`config.mk`:
```
export PLATFORM = sky130hd
export DESIGN_NAME = string_escape_decoder
export DESIGN_NICKNAME = d
export VERILOG_FILES = /design/src/design/sed_pkg.sv /design/src/design/sed_decode.sv /design/src/design/sed_out_queue.sv /design/src/design/string_escape_decoder.sv
export SDC_FILE = /design/constraint.sdc
export NUM_CORES = 1
export LEC_CHECK = 0
export BUFFER_PORTS_ARGS = -buffer_cell sky130_fd_sc_hd__buf_2
export CORE_MARGIN = 1
export CORE_UTILIZATION = 45
export DETAILED_ROUTE_END_ITERATION = 7
export PLACE_DENSITY = 0.7
export SYNTH_ARGS = -nofsm -noshare
export SYNTH_HDL_FRONTEND = slang
export SYNTH_SLANG_ARGS = --single-unit
```
`constraint.sdc`:
```
create_clock -name clk -period 4.73 [get_ports clk]
set_input_delay 0.2365 -clock clk [delete_from_list [all_inputs] [get_ports clk]]
set_output_delay 0.2365 -clock clk [all_outputs]
set_load 0.01 [all_outputs]
```
`src/design/sed_pkg.sv`:
```
// Package for the string escape decoder.
// Holds the mode enum, error codes, character constants and result types.
// No dependencies.
`timescale 1ns / 1ps
`default_nettype none

package sed_pkg;

    // decoder mode, unused codes behave as plain text
    typedef enum logic [2:0] {
        MODE_PLAIN = 3'd0,
        MODE_ESC   = 3'd1,
        MODE_CR    = 3'd2,
        MODE_OCT1  = 3'd3,
        MODE_OCT2  = 3'd4,
        MODE_HEX0  = 3'd5,
        MODE_HEX1  = 3'd6
    } mode_t;

    // error codes
    localparam logic [2:0] ERR_NONE    = 3'd0;
    localparam logic [2:0] ERR_OCTBIG  = 3'd1;
    localparam logic [2:0] ERR_BADHEX  = 3'd2;
    localparam logic [2:0] ERR_UNKESC  = 3'd3;
    localparam logic [2:0] ERR_NOQUOTE = 3'd4;
    localparam logic [2:0] ERR_NULL    = 3'd5;

    // source characters
    localparam logic [7:0] CH_NUL   = 8'h00;
    localparam logic [7:0] CH_BEL   = 8'h07;
    localparam logic [7:0] CH_TAB   = 8'h09;
    localparam logic [7:0] CH_LF    = 8'h0A;
    localparam logic [7:0] CH_VT    = 8'h0B;
    localparam logic [7:0] CH_FF    = 8'h0C;
    localparam logic [7:0] CH_CR    = 8'h0D;
    localparam logic [7:0] CH_QUOTE = 8'h22;
    localparam logic [7:0] CH_BSL   = 8'h5C;
    localparam logic [7:0] CH_LC_A  = 8'h61;
    localparam logic [7:0] CH_LC_F  = 8'h66;
    localparam logic [7:0] CH_LC_N  = 8'h6E;
    localparam logic [7:0] CH_LC_T  = 8'h74;
    localparam logic [7:0] CH_LC_V  = 8'h76;
    localparam logic [7:0] CH_LC_X  = 8'h78;

    localparam logic [8:0] BYTE_MAX = 9'd255;

    // one result item
    typedef struct packed {
        logic       string_done;
        logic [2:0] error_code;
        logic [7:0] out_byte;
        logic       has_byte;
    } res_t;

    // all results of one input item, second valid when two is set
    typedef struct packed {
        logic two;
        res_t r1;
        res_t r0;
    } entry_t;

endpackage

`default_nettype wire

```
`src/design/sed_decode.sv`:
```
// Escape decoding step: mode and accumulator registers plus next-state logic.
// Depends on sed_pkg.
`timescale 1ns / 1ps
`default_nettype none

module sed_decode (
    input  wire logic           clk,
    input  wire logic           rst_n,
    input  wire logic           fire,
    input  wire logic [7:0]     in_byte,
    input  wire logic           at_end,
    output sed_pkg::entry_t     entry,
    output logic                emit
);
    import sed_pkg::*;

    typedef struct packed {
        logic  emit;
        res_t  res;
        mode_t mode;
    } plain_t;

    mode_t      mode_reg, mode_next;
    logic [8:0] accum_reg, accum_next;
    logic       end_flag;
    logic [4:0] hex_d;
    logic [8:0] oct_v;
    logic [7:0] pend_byte;
    plain_t     pl;

    function automatic res_t mk_res(input logic has, input logic [7:0] b,
                                    input logic [2:0] err, input logic done);
        res_t r;
        r.has_byte    = has;
        r.out_byte    = has ? b : 8'd0;
        r.error_code  = err;
        r.string_done = done;
        return r;
    endfunction

    // hex digit value, bit 4 marks a valid digit
    function automatic logic [4:0] hex_val(input logic [7:0] b);
        logic [4:0] v;
        v = 5'd0;
        if (b inside {[8'h30:8'h39]})
            v = {1'b1, b[3:0]};
        else if (b inside {[8'h61:8'h66]} || b inside {[8'h41:8'h46]})
            v = {1'b1, b[3:0] + 4'd9};
        return v;
    endfunction

    // plain text handling of one byte
    function automatic plain_t plain_step(input logic [7:0] b, input logic e);
        plain_t p;
        p.mode = MODE_PLAIN;
        p.emit = 1'b1;
        p.res  = mk_res(1'b1, b, ERR_NONE, 1'b0);
        if (b == CH_BSL) begin
            p.mode = MODE_ESC;
            p.emit = 1'b0;
        end else if (b == CH_QUOTE)
            p.res = mk_res(1'b0, 8'd0, ERR_NONE, 1'b1);
        else if (b == CH_LF || b == CH_CR)
            p.res = mk_res(1'b0, 8'd0, ERR_NOQUOTE, 1'b1);
        else if (b == CH_NUL)
            p.res = mk_res(1'b0, 8'd0, e ? ERR_NOQUOTE : ERR_NULL, e);
        return p;
    endfunction

    assign end_flag  = at_end && (in_byte == CH_NUL);
    assign hex_d     = hex_val(in_byte);
    assign oct_v     = {accum_reg[5:0], in_byte[2:0]};
    assign pend_byte = accum_reg[7:0];
    assign pl        = plain_step(in_byte, end_flag);

    // next mode and results for the current byte
    always_comb
    begin
        mode_next  = mode_reg;
        accum_next = accum_reg;
        emit       = 1'b0;
        entry      = '0;
        case (mode_reg)
            MODE_ESC:
            begin
                mode_next = MODE_PLAIN;
                emit      = 1'b1;
                case (in_byte)
                    CH_LC_N:  entry.r0 = mk_res(1'b1, CH_LF, ERR_NONE, 1'b0);
                    CH_LC_T:  entry.r0 = mk_res(1'b1, CH_TAB, ERR_NONE, 1'b0);
                    CH_BSL:   entry.r0 = mk_res(1'b1, CH_BSL, ERR_NONE, 1'b0);
                    CH_QUOTE: entry.r0 = mk_res(1'b1, CH_QUOTE, ERR_NONE, 1'b0);
                    CH_LC_V:  entry.r0 = mk_res(1'b1, CH_VT, ERR_NONE, 1'b0);
                    CH_LC_F:  entry.r0 = mk_res(1'b1, CH_FF, ERR_NONE, 1'b0);
                    CH_LC_A:  entry.r0 = mk_res(1'b1, CH_BEL, ERR_NONE, 1'b0);
                    CH_LF:    emit = 1'b0;
                    CH_CR:
                    begin
                        emit      = 1'b0;
                        mode_next = MODE_CR;
                    end
                    CH_LC_X:
                    begin
                        emit      = 1'b0;
                        mode_next = MODE_HEX0;
                    end
                    default:
                    begin
                        if (in_byte inside {[8'h30:8'h37]}) begin
                            emit       = 1'b0;
                            accum_next = {6'd0, in_byte[2:0]};
                            mode_next  = MODE_OCT1;
                        end else if (end_flag)
                            entry.r0 = mk_res(1'b0, 8'd0, ERR_NOQUOTE, 1'b1);
                        else
                            entry.r0 = mk_res(1'b1, in_byte, ERR_UNKESC, 1'b0);
                    end
                endcase
            end
            MODE_CR:
            begin
                mode_next = MODE_PLAIN;
                if (in_byte != CH_LF) begin
                    mode_next = pl.mode;
                    emit      = pl.emit;
                    entry.r0  = pl.res;
                end
            end
            MODE_OCT1, MODE_OCT2:
            begin
                emit = 1'b1;
                if (in_byte inside {[8'h30:8'h37]}) begin
                    if (mode_reg == MODE_OCT1) begin
                        emit       = 1'b0;
                        accum_next = oct_v;
                        mode_next  = MODE_OCT2;
                    end else begin
                        accum_next = 9'd0;
                        mode_next  = MODE_PLAIN;
                        if (oct_v > BYTE_MAX)
                            entry.r0 = mk_res(1'b0, 8'd0, ERR_OCTBIG, 1'b0);
                        else
                            entry.r0 = mk_res(1'b1, oct_v[7:0], ERR_NONE, 1'b0);
                    end
                end else begin
                    // pending value first, then the ending byte as plain text
                    accum_next = 9'd0;
                    mode_next  = pl.mode;
                    entry.r0   = mk_res(1'b1, pend_byte, ERR_NONE, 1'b0);
                    entry.r1   = pl.res;
                    entry.two  = pl.emit;
                end
            end
            MODE_HEX0:
            begin
                if (hex_d[4]) begin
                    accum_next = {5'd0, hex_d[3:0]};
                    mode_next  = MODE_HEX1;
                end else begin
                    emit      = 1'b1;
                    mode_next = MODE_PLAIN;
                    if (end_flag)
                        entry.r0 = mk_res(1'b0, 8'd0, ERR_NOQUOTE, 1'b1);
                    else
                        entry.r0 = mk_res(1'b1, in_byte, ERR_BADHEX, 1'b0);
                end
            end
            MODE_HEX1:
            begin
                emit       = 1'b1;
                accum_next = 9'd0;
                if (hex_d[4]) begin
                    mode_next = MODE_PLAIN;
                    entry.r0  = mk_res(1'b1, {accum_reg[3:0], hex_d[3:0]}, ERR_NONE, 1'b0);
                end else begin
                    mode_next = pl.mode;
                    entry.r0  = mk_res(1'b1, pend_byte, ERR_NONE, 1'b0);
                    entry.r1  = pl.res;
                    entry.two = pl.emit;
                end
            end
            default:
            begin
                mode_next = pl.mode;
                emit      = pl.emit;
                entry.r0  = pl.res;
            end
        endcase
    end

    // state registers advance on each consumed byte
    always_ff @(posedge clk or negedge rst_n)
    begin
        if (!rst_n) begin
            mode_reg  <= MODE_PLAIN;
            accum_reg <= 9'd0;
        end else if (fire) begin
            mode_reg  <= mode_next;
            accum_reg <= accum_next;
        end
    end

endmodule

`default_nettype wire

```
`src/design/sed_out_queue.sv`:
```
// Two-entry result queue; each entry holds the one or two results of a byte.
// Depends on sed_pkg.
`timescale 1ns / 1ps
`default_nettype none

module sed_out_queue (
    input  wire logic            clk,
    input  wire logic            rst_n,
    input  wire logic            wr_en,
    input  wire sed_pkg::entry_t wr_entry,
    output logic                 wr_ready,
    output logic                 out_valid,
    input  wire logic            out_ready,
    output sed_pkg::res_t        out_res,
    output logic                 out_last
);
    import sed_pkg::*;

    entry_t     entries_reg [2];
    logic       wr_ptr_reg, rd_ptr_reg, sub_reg;
    logic [1:0] count_reg;
    entry_t     head;
    logic       pop;

    assign head      = entries_reg[rd_ptr_reg];
    assign wr_ready  = (count_reg != 2'd2);
    assign out_valid = (count_reg != 2'd0);
    assign out_res   = sub_reg ? head.r1 : head.r0;
    assign out_last  = sub_reg || !head.two;
    assign pop       = out_valid && out_ready && out_last;

    // entry storage
    always_ff @(posedge clk)
    begin
        if (wr_en)
            entries_reg[wr_ptr_reg] <= wr_entry;
    end

    // pointers, count and result index within the head entry
    always_ff @(posedge clk or negedge rst_n)
    begin
        if (!rst_n)
        begin
            wr_ptr_reg <= 1'b0;
            rd_ptr_reg <= 1'b0;
            sub_reg    <= 1'b0;
            count_reg  <= 2'd0;
        end
        else
        begin
            if (wr_en)
                wr_ptr_reg <= !wr_ptr_reg;
            if (pop)
            begin
                rd_ptr_reg <= !rd_ptr_reg;
                sub_reg    <= 1'b0;
            end
            else if (out_valid && out_ready)
                sub_reg <= 1'b1;
            count_reg <= count_reg + {1'b0, wr_en} - {1'b0, pop};
        end
    end

endmodule

`default_nettype wire

```
`src/design/string_escape_decoder.sv`:
```
// Top level of the string escape decoder: input register, decoder, result queue.
// Depends on sed_pkg, sed_decode and sed_out_queue.
`timescale 1ns / 1ps
`default_nettype none

// Decodes the bytes of a C-style string literal, one byte per transfer after the
// opening quote, into the string's bytes with error and end-of-literal flags.
// A byte is taken every clock cycle while the result queue has room; it is held in
// the input register, and its results in the result queue before they are offered.
// A byte gives zero results (a backslash, escape digits, line continuations) or one,
// but a byte that ends a pending octal or hex escape gives two, offered one after
// the other, so the sustained rate is then set by the single-result output port.
// The decoder returns to plain text after every result with string_done.

module string_escape_decoder (
    input  wire logic       clk,
    input  wire logic       rst_n,
    input  wire logic       s_axis_tvalid,
    output logic            s_axis_tready,
    input  wire logic [7:0] s_axis_tdata,   // [7:0] in_byte
    input  wire logic       s_axis_tuser,   // [0] at_end
    output logic            m_axis_tvalid,
    input  wire logic       m_axis_tready,
    output logic [7:0]      m_axis_tdata,   // [7:0] out_byte
    output logic [4:0]      m_axis_tuser,   // [0] has_byte, [3:1] error_code, [4] string_done
    output logic            m_axis_tlast
);
    import sed_pkg::*;

    logic       in_valid_reg;
    logic [7:0] in_byte_reg;
    logic       in_end_reg;
    logic       consume;
    logic       q_ready;
    logic       dec_emit;
    entry_t     dec_entry;
    res_t       out_res;

    assign consume       = in_valid_reg && q_ready;
    assign s_axis_tready = !in_valid_reg || consume;

    // input register
    always_ff @(posedge clk or negedge rst_n)
    begin
        if (!rst_n)
            in_valid_reg <= 1'b0;
        else if (s_axis_tready)
            in_valid_reg <= s_axis_tvalid;
    end

    always_ff @(posedge clk)
    begin
        if (s_axis_tvalid && s_axis_tready)
        begin
            in_byte_reg <= s_axis_tdata;
            in_end_reg  <= s_axis_tuser;
        end
    end

    // decode step
    sed_decode u_decode (
        .clk     (clk),
        .rst_n   (rst_n),
        .fire    (consume),
        .in_byte (in_byte_reg),
        .at_end  (in_end_reg),
        .entry   (dec_entry),
        .emit    (dec_emit)
    );

    // result queue toward the output port
    sed_out_queue u_queue (
        .clk       (clk),
        .rst_n     (rst_n),
        .wr_en     (consume && dec_emit),
        .wr_entry  (dec_entry),
        .wr_ready  (q_ready),
        .out_valid (m_axis_tvalid),
        .out_ready (m_axis_tready),
        .out_res   (out_res),
        .out_last  (m_axis_tlast)
    );

    assign m_axis_tdata = out_res.out_byte;
    assign m_axis_tuser = {out_res.string_done, out_res.error_code, out_res.has_byte};

endmodule

`default_nettype wire

```
[Yosys cells after proc, flatten, opt, wreduce, memory -nomap -nowiden]
Memory sizes are Yosys's and may differ from the RTL's.
Cells that the tools add are included.
Storage, ports and cells
  RAM bits: 54
  bits in registers: 26
  logic and storage cells: 119
  memories kept: 1
Cells by class
  $add $sub $neg: 3
  magnitude comparators: 8
  mux-type cells: 49
  equal/unequal tests: 21
  reductions and logical operators: 28
Memories
  u_queue.entries_reg: words 2, width 27, read ports 1, clocked after memory_dff 0, wr ports 1, line sed_out_queue.sv:19  | entry_t entries_reg [2];
Operators with widths (count)
  13-bit two-way mux: 12
  13-bit one-hot mux with 8 select lines: 1
  13-bit one-hot mux with 5 select lines: 1
  8-bit by 7-bit == test with 1-bit output, second input constant: 7
  8-bit two-way mux: 5
  8-bit one-hot mux with 4 select lines: 1
  14-bit two-way mux: 2
  14-bit one-hot mux with 2 select lines: 1
  8-bit by 4-bit == test with 1-bit output, second input constant: 2
  8-bit by 7-bit >= comparator with 1-bit output, second input constant: 2
  8-bit by 6-bit <= comparator with 1-bit output, second input constant: 2
  8-bit by 7-bit <= comparator with 1-bit output, second input constant: 2
  3-bit one-hot mux with 5 select lines: 1
  1-bit two-way mux: 14
  1-bit logical AND: 10
  10-bit two-way mux: 1
  5-bit two-way mux: 2
  10-bit OR reduction: 1
  3-bit == test, second input constant: 3
  9-bit by 8-bit > comparator with 1-bit output, second input constant: 1
  3-bit two-way mux: 3
  9-bit two-way mux: 1
  3-bit one-hot mux with 3 select lines: 1
  8-bit by 6-bit == test with 1-bit output, second input constant: 1
  other kinds (22): 32

[Longest topological paths before layout]
  word-level depth: 10
  gate-level depth with buffers: 14
  gate-level depth less buffers: 12

[Modules after synthesis]
From an unflattened synthesis, not the netlist that was laid out.
Unflattened totals
  cell total of the unflattened synthesis: 391
  area, all modules: 4649.5 µm²
Modules (own cells, without submodules)
  sed_out_queue: area each 2245.9 µm², times used 1, cells each 99
  sed_decode: area each 2067.0 µm², times used 1, cells each 277
  string_escape_decoder: area each 336.6 µm², times used 1, cells each 15

[Least setup slack after synthesis]
OpenSTA, ideal clock, no wires.
  path kind: reg-to-reg
  start point: register in_byte_reg[1]
  end point: memory u_queue.entries_reg[1][0] in the netlist's numbering (enable)
  path buffers: 2
  clock period less this slack: 3.421 ns
  library setup time: 0.409 ns
  data required time: 4.321 ns
  arrival: 3.012 ns
  stages on the path, launching flop included: 11
  slack: 1.309 ns
  path through: edfxtp_1 > buf_2 > inv_1 > ha_1 > o21bai_1 > a21o_1 > clkbuf_1 > o221ai_4 > nor2_2 > o31ai_4 > nor2_1
Between the ends
  cells in the longest elaborated chain, start to end: 10
RTL lines
  from (decl): line string_escape_decoder.sv:31  | logic [7:0] in_byte_reg;
  from (signal assigned): line string_escape_decoder.sv:55  | in_byte_reg <= s_axis_tdata;
  8-bit by 7-bit >= comparator with 1-bit output / 8-bit by 7-bit <= comparator with 1-bit output (equally long branches): line sed_decode.sv:47  | else if (b inside {[8'h61:8'h66]} || b inside {[8'h41:8'h46]})
  1-bit logical AND: line sed_decode.sv:47
  1-bit logical OR: line sed_decode.sv:47
  5-bit two-way mux: line sed_decode.sv:47
  5-bit two-way mux: line sed_decode.sv:45  | if (b inside {[8'h30:8'h39]})
  1-bit two-way mux: line sed_decode.sv:156  | if (hex_d[4]) begin
  1-bit one-hot mux with 5 select lines (*): line sed_decode.sv:83  | case (mode_reg)
  1-bit logical AND (*): line string_escape_decoder.sv:75  | .wr_en (consume && dec_emit),
  1-bit two-way mux (*): line sed_out_queue.sv:35  | if (wr_en)
  1-bit two-way mux (not written as such) (*): line sed_out_queue.sv:36  | entries_reg[wr_ptr_reg] <= wr_entry;
  to (decl): line sed_out_queue.sv:19
Mark *: on every way between the ends. The rest lies on a longest branch, timed or not.

[Worst setup path in the final report]
  start point: register in_byte_reg[1]
  end point: register u_queue.count_reg[1]
Between the ends
  cells in the longest elaborated chain, start to end: 10
RTL lines
  8-bit by 7-bit >= comparator with 1-bit output / 8-bit by 7-bit <= comparator with 1-bit output (equally long branches): line sed_decode.sv:47
  1-bit logical AND: line sed_decode.sv:47
  1-bit logical OR: line sed_decode.sv:47
  5-bit two-way mux: line sed_decode.sv:47
  5-bit two-way mux: line sed_decode.sv:45
  1-bit two-way mux: line sed_decode.sv:156
  1-bit one-hot mux with 5 select lines (*): line sed_decode.sv:83
  1-bit logical AND (*): line string_escape_decoder.sv:75
  2-bit by 1-bit adder with 2-bit output (*): line sed_out_queue.sv:60  | count_reg <= count_reg + {1'b0, wr_en} - {1'b0, pop};
  2-bit by 1-bit subtractor with 2-bit output (*): line sed_out_queue.sv:60
  to (signal assigned): line sed_out_queue.sv:60
  to (decl): line sed_out_queue.sv:21  | logic [1:0] count_reg;
Marked as above.
A chain may end at the register's enable or synchronous reset.

==> impl_metrics.tcl <==
set metrics [dict create \
    synth_flop_cell "edfxtp_1" \
    finalSetupViolCount 0 \
    worstSetupPathType "reg -> reg" \
    worstMarginPinSlew_ns 1.14 \
    path_clk_slew_ns 0.08 \
    synth_edf_count 61 \
    drive_gt1_share_pct 19.1 \
    rows 35 \
    globalRouteOverflowTotal 0 \
    place.gp.congestion 1.01 \
    synth_area_leaders "edfxtp_1 42%, dfrtp_1 9.7%, mux4_2 6.2%" \
    dieArea_um2 10100 \
    yosys_warnings 0 \
    cts_tree "yes" \
    yosysSeqAreaShare_pct 51.6 \
    avgRoutedWirePerCell_um 20.4 \
    finalSetupTns_ns 0 \
    vias 3338 \
    io_pins 29 \
    diodes 0 \
    start_kind "flop" \
    finClkSkew_ns 0.0103 \
    max_cap_viol_count 0 \
    yosysTopAreaCell "edfxtp_1" \
    yosysMostFrequentCell "edfxtp_1" \
    drt_iter0_markers 603 \
    slew_viol_final 0 \
    worstPathRequired_ns 5.00 \
    status "finished clean" \
    fin_util_pct 52.0 \
    core_um2 9330 \
    grtUsageTotal_pct 23.1 \
    multi_input_area_um2 1970 \
    grt_pass1_vias 3143 \
    grt_pass1_wl_mm 17.5 \
    post_cts_buffers 0 \
    grt_start_max_net_pins 27 \
    cts.sinks 78 \
    power.density_nw_per_um2 485 \
    nFillCells 832 \
    wirelength_mm 10.9 \
    holdBufCountCts 1 \
    drtAntennaViolNets 0 \
    syn_area_per_cell_um2 11.5 \
    whs_ns 0.0542 \
    hp-class "in -> reg" \
    hpwlAfterDp_mm 7.68 \
    die_height_um 101 \
    antenna_found_initial 0 \
    fmax_mhz 301 \
    die_w_um 101 \
    h-tree-depth 3 \
    power_mw 2.35 \
    cts_buffer_depth 2 \
    synthArstFlopShare_pct 21.8 \
    syn_to_final_growth_pct 11.0 \
    ys_types 68 \
    critPathMaxFanout 12 \
    irDropWorstVdd_mv 0.185 \
    ys_ff_latch 78 \
    io_buffers 28 \
    start_util_pct 46.9 \
    synth_commonest_cells "61 x edfxtp_1, 37 x nand2_1, 21 x nor2_1" \
    fin_crit_sh_pct 70.1 \
    hold_violations 0 \
    p_leak_nw 1.76 \
    slew_headroom_pct 23.2 \
    viasPerCell 6.26 \
    rsz0062_at_grt "no" \
    root_buffer "clkbuf_8" \
    syn_nets 400 \
    cts_resized 0 \
    drc 0 \
    largest_register_ffs 52 \
    clk_latency_ns 0.35 \
    netlist_area_um2 4370 \
    seqCellArea_um2 2260 \
    cp-end-kind "flop" \
    drt-pass1-iter-count 6 \
    worstPathArrival_ns 3.59 \
    fin_nets 419 \
    cts_buffers 9 \
    yosysTopAreaCellShare_pct 41.9 \
    synth_cells 380 \
    min_period_ns 3.32 \
]
-- layer usage --
metal,up-vias,track usage [%],wire [um]
met5,-,0,0
met3,39,4.92,880
li1,1498,-,-
met1,1630,31.8,4700
met2,171,35.9,4920
met4,0,8.92,358
-- layout by cell type (no fill, tap or decap), types with 5 or more instances in the layout --
cell type / synthesis / routed
edfxtp_1: 61 / 61
nand2_1: 37 / 37
buf_2: 6 / 28
o21ai_0: 20 / 20
nor2_1: 21 / 19
dfrtp_1: 17 / 17
a21oi_1: 14 / 14
inv_1: 12 / 12
nand3_1: 12 / 12
mux4_2: 12 / 12
and2_1: 10 / 10
clkbuf_8: 0 / 10
and3_1: 8 / 8
o211ai_1: 8 / 8
nor2b_1: 7 / 7
nand4_1: 7 / 7
ha_1: 7 / 7
nand2b_1: 6 / 6
a31oi_1: 5 / 5
a21o_1: 5 / 5
nor3_1: 5 / 5
xnor2_1: 5 / 5
a22o_1: 5 / 5
-- path summary, 6_finish.rpt --
| kind | start | endpoint | slack, ns | depth (start not counted) |
|---|---|---|---|---|
| setup / recovery | in_byte_reg[1] | u_queue.count_reg[1] | 1.41 | 12 |
| hold / removal | s_axis_tdata[2] | in_byte_reg[2] | 0.05 | 1 |
| setup reg to reg | in_byte_reg[1] | u_queue.count_reg[1] | 1.41 | 12 |
| hold reg to reg | u_queue.wr_ptr_reg | u_queue.wr_ptr_reg | 0.52 | 1 |
| max in group asynchronous | rst_n | u_queue.sub_reg | 4.10 | 2 |
| min in group asynchronous | rst_n | u_decode.accum_reg[5] | 0.34 | 2 |
-- power breakdown --
part | switching, mW | total (mW) | internal [mW]
logic | 0.330 | 0.632 | 0.301
registers | 0.156 | 1.10 | 0.948
clock network | 0.248 | 0.615 | 0.367
total | 0.734 | 2.35 | 1.62
-- area by class of cell --
class,count,share of cell area (%)
Clock inverter,5,2.22
Clock buffer,11,2.91
Timing Repair Buffer,32,3.56
Tap cell,129,3.33
Multi-Input combinational cell,266,40.5
Sequential cell,78,46.5
Inverter,12,0.929
-- cell families after synthesis --
logic type,after synthesis,share of synthesized area (%)
compound gates,98,16.6
xor+xnor,6,1.20
fa+ha+maj,7,2.00
buf+inv,36,3.52
flops,78,51.6
mux,17,7.36
simple gates,138,17.7
-- metrics by stage --
step	setup WS, ns	instances	area (um2)
2_1_floorplan	1.31	380	4370
3_3_place_gp	1.55	516	4590
3_5_place_dp	1.49	516	4590
4_1_cts	1.45	533	4850
5_1_grt	1.19	533	4850
6_report	1.41	533	4850
-- worst max-delay path, stage by stage (launching register included) --
cell	delay [ns]
edfxtp_1	0.56
inv_1	0.20
ha_1	0.33
nor4b_1	0.11
or4_4	0.55
o221ai_4	0.25
nor2_2	0.12
o31ai_4	0.35
ha_1	0.29
inv_1	0.05
ha_1	0.15
xnor2_1	0.13
xnor2_1	0.13
Note: power is estimated with default switching activity, not from simulation.
